<file path="src/sv/fps_cell.sv">
// ----------------------------------------------------------------------------
// fps_cell
// One stage of the row delay line: loads from its neighbor, or from the head
// when it is the tail cell for the current grid width.
// ----------------------------------------------------------------------------
`default_nettype none

module fps_cell #(
    parameter int WIDTH = 32
) (
    input  logic             i_clk,
    input  logic             i_shift,
    input  logic             i_tail,
    input  logic [WIDTH-1:0] i_next,
    input  logic [WIDTH-1:0] i_head,
    output logic [WIDTH-1:0] o_data
);

    logic [WIDTH-1:0] r_data;

    always_ff @(posedge i_clk) begin
        if (i_shift) begin
            r_data <= i_tail ? i_head : i_next;
        end
    end

    assign o_data = r_data;

endmodule

`default_nettype wire

</file>
<file path="config.mk">
export PLATFORM = sky130hd
export DESIGN_NAME = fps_cell
export DESIGN_NICKNAME = d
export VERILOG_FILES = /design/src/sv/fps_cell.sv
export SDC_FILE = /design/constraint.sdc
export NUM_CORES = 1
export LEC_CHECK = 0
export BUFFER_PORTS_ARGS = -buffer_cell sky130_fd_sc_hd__buf_4
export CORE_UTILIZATION = 35
export CTS_BUF_LIST = sky130_fd_sc_hd__clkbuf_8
export DETAILED_ROUTE_END_ITERATION = 12
export PLACE_DENSITY_LB_ADDON = 0.25
export SYNTH_ARGS = -nofsm -noshare
export SYNTH_HDL_FRONTEND = slang
export SYNTH_SLANG_ARGS = --single-unit
</file>
<file path="constraint.sdc">
create_clock -name i_clk -period 1.2 [get_ports i_clk]
set_input_delay 0.06 -clock i_clk [delete_from_list [all_inputs] [get_ports i_clk]]
set_output_delay 0.06 -clock i_clk [all_outputs]
set_load 0.02 [all_outputs]
</file>
# ---- Word level (Yosys, flattened, before mapping)
# Cells that the tools add are included.
dict set report op_classes {
  mux 1
}
# operator count
set op_table {}
lappend op_table {{32-bit 2-to-1 mux} 1}
dict set report totals {
  wordCells 2
  reg_bits 32
  input_bits 67
  output_inout_bits 32
}

# ---- Longest topological paths before layout
dict set report depth {
  word_depth 1
  ltp_mapped 3
  ltp_nobuf 1
}

# ---- Least setup slack after synthesis
# Ideal clock, no wire load.
dict set report synth_path {
  path_kind {input to register}
  start {input i_tail}
  end {register r_data[0] (netlist: o_data[0]), data pin}
  setup_ps 260
  path_buffers 2
  slack_ps 338
  path_stages 3
  t_required_ps 940
  t_arrival_ps 601
  path_cell_list {buf_6 -> buf_12 -> mux2_4}
}
dict set report synth_via {
  elab_chain_cells 1
}
# element line
set synth_lines {}
lappend synth_lines {{start: declaration} 13} ;# input logic i_tail,
lappend synth_lines {{32-bit 2-to-1 mux} 23} ;# r_data <= i_tail ? i_head : i_next;
lappend synth_lines {{end signal: assignment} 23}
lappend synth_lines {{end: declaration} 19} ;# logic [WIDTH-1:0] r_data;
# No other way between the ends.
# A chain may end at the register's enable or synchronous reset.

# ---- Final worst setup path
dict set report layout_path {
  start {register r_data[17] (netlist: o_data[17])}
  end {output o_data[17]}
}
# element line
set layout_rtl {}
lappend layout_rtl {{end: declaration} 16} ;# output logic [WIDTH-1:0] o_data
# No word-level cell between the ends.

==> reports/qor.yml <==
status: "finished, final reports clean"
overflow: 0
ios: 99
crit_fanout: 1
wl_per_cell_um: 14.5
syn_nets: 135
ys_ff_latch: 32
wl_met3_um: 316
diodes: 0
area_delta_synth_final_pct: 56.3
gp_congestion: 0.639
numCtsBuffers: 5
layout-drive-gt1-share_pct: 79.7
fillers: 329
final_hold_viol_count: 0
critical_path.top_delay_family: "flip-flops"
setup_violations: 0
grt_start_max_net_pins: 33
synth_ff_type: "edfxtp_1"
cp_num_buf_inv: 1
ant_nets: 0
worst_path_max_delay_cell: "edfxtp_1"
slowest_delay_ns: 0.38
final_util_pct: 58.0
cp.arrival_ns: 0.83
synth_area_mm2: 0.00151
grt_pass1_vias: 1032
top_layer: "met4"
cts.reportedPaths.clkPinSlew_ns: 0.07
yosys_warnings: 0
slew_headroom_pct: 71.7
num_rows: 23
synth_top_area_cell: "edfxtp_1"
grt_usage_pct: 14.6
dieArea_mm2: 0.00457
synth_edf_count: 32
wl_met2_um: 1820
period_needed_ns: 0.889
drt_pass1_iterations: 3
multiInputGateArea_um2: 473
fin_area_mm2: 0.00235
p_leak_nw: 1.11
crit_path_cell_trace: "buf_4"
max_freq_mhz: 1120
coreArea_mm2: 0.00406
fin_setup_tns_ns: 0
start_kind: "flop"
cts_tree: "yes"
regArea_um2: 961
vias: 993
yosys-top-cells-count: "edfxtp_1 (32), mux2_4 (30), buf_12 (3), mux2_2 (2), buf_6 (1)"
dieWidth_um: 67.6
clock_sinks: 32
netlist-cell-type-count: 5
dp_hpwl_um: 2450
cts_buffer_depth: 2
hold_class: "in -> reg"
clockRootBuffer: "clkbuf_8"
drcViolationCount: 0
wl_met1_um: 1030
port-buffer-count: 98
p_per_area_mw_per_mm2: 1180
endpoint_kind: "primary output"
antenna_found_initial: 0
cts_max_level: 2
synthCells: 68
seq_area_frac_synth_pct: 63.8
yosysMostFrequentCell: "edfxtp_1"
drt_iter0_drc: 57
holdWs_ns: 0.0752
peakVddDrop_mv: 0.733
die_h_um: 67.6
cts_setup_buffers: 0
initial_core_util_pct: 37.1
rsz0062_at_grt: "no"
avgSynthCellArea_um2: 22.1
synth_top_area_share_pct: 63.8
routed_wl_um: 3220
drv_slew: 0
ys_top_cells_by_area: "edfxtp_1 (64%), mux2_4 (30%), buf_12 (4.0%)"
grt_pass1_wl_um: 4570
crit_required_ns: 1.14
largest_reg_flops: 32
tightest_slew_ns: 0.425
routed_via_density: 4.47
holdBufCountCts: 0
synthArstFlopShare_pct: 0
post-route-period-util_pct: 74.1
placed_area_mm2: 0.00227
cap_violations: 0
ctsResizeCount: 0
layout.nets: 238
crit_type: "reg -> out"
[metal layers]
metal / global-route usage [%] / vias to the layer above
met2: 26.7 / 49
met5: 0 / -
met1: 12.9 / 467
met4: 7.98 / 0
li1: - / 470
met3: 7.09 / 7
[final timing paths]
| kind | from | end | cells after the start | slack, ns |
|---|---|---|---|---|
| min | i_next[23] | o_data[23] | 2 | 0.08 |
| max | o_data[17] | o_data[17] | 1 | 0.31 |
[power by group]
group / switching [mW] / leakage [nW] / internal [mW]
clock network: 0.366 / 0.0482 / 0.386
logic: 0.265 / 0.744 / 0.387
registers: 0.0273 / 0.313 / 1.35
[stage by stage]
step / cells / setup WS (ns) / power (mW)
2_1_floorplan: 68 / 0.338 / 1.72
6_report: 222 / 0.311 / 2.78
3_5_place_dp: 214 / 0.169 / 2.06
5_1_grt: 222 / 0.276 / 2.90
3_3_place_gp: 214 / 0.199 / 2.05
4_1_cts: 222 / 0.293 / 2.83
[cells by family after synthesis]
group / synth area share (%)
buffers and inverters: 4.74
flip-flops: 63.8
multiplexers: 31.4
[layout by cell type, fill, tap and decap left out]
cell type	instances
inv_1	2
buf_4	98
buf_12	2
clkbuf_8	5
clkinv_1	1
edfxtp_1	32
mux2_4	30
mux2_2	2
[layout make-up]
| type | count | share of cell area [%] |
|---|---|---|
| clock buffer | 5 | 2.93 |
| sequential | 32 | 40.9 |
| timing repair buffer | 100 | 33.0 |
| tap | 50 | 2.66 |
| multi-input combinational | 32 | 20.1 |
| clock inverter | 3 | 0.479 |
No activity file was read; power rests on OpenSTA's default activity.
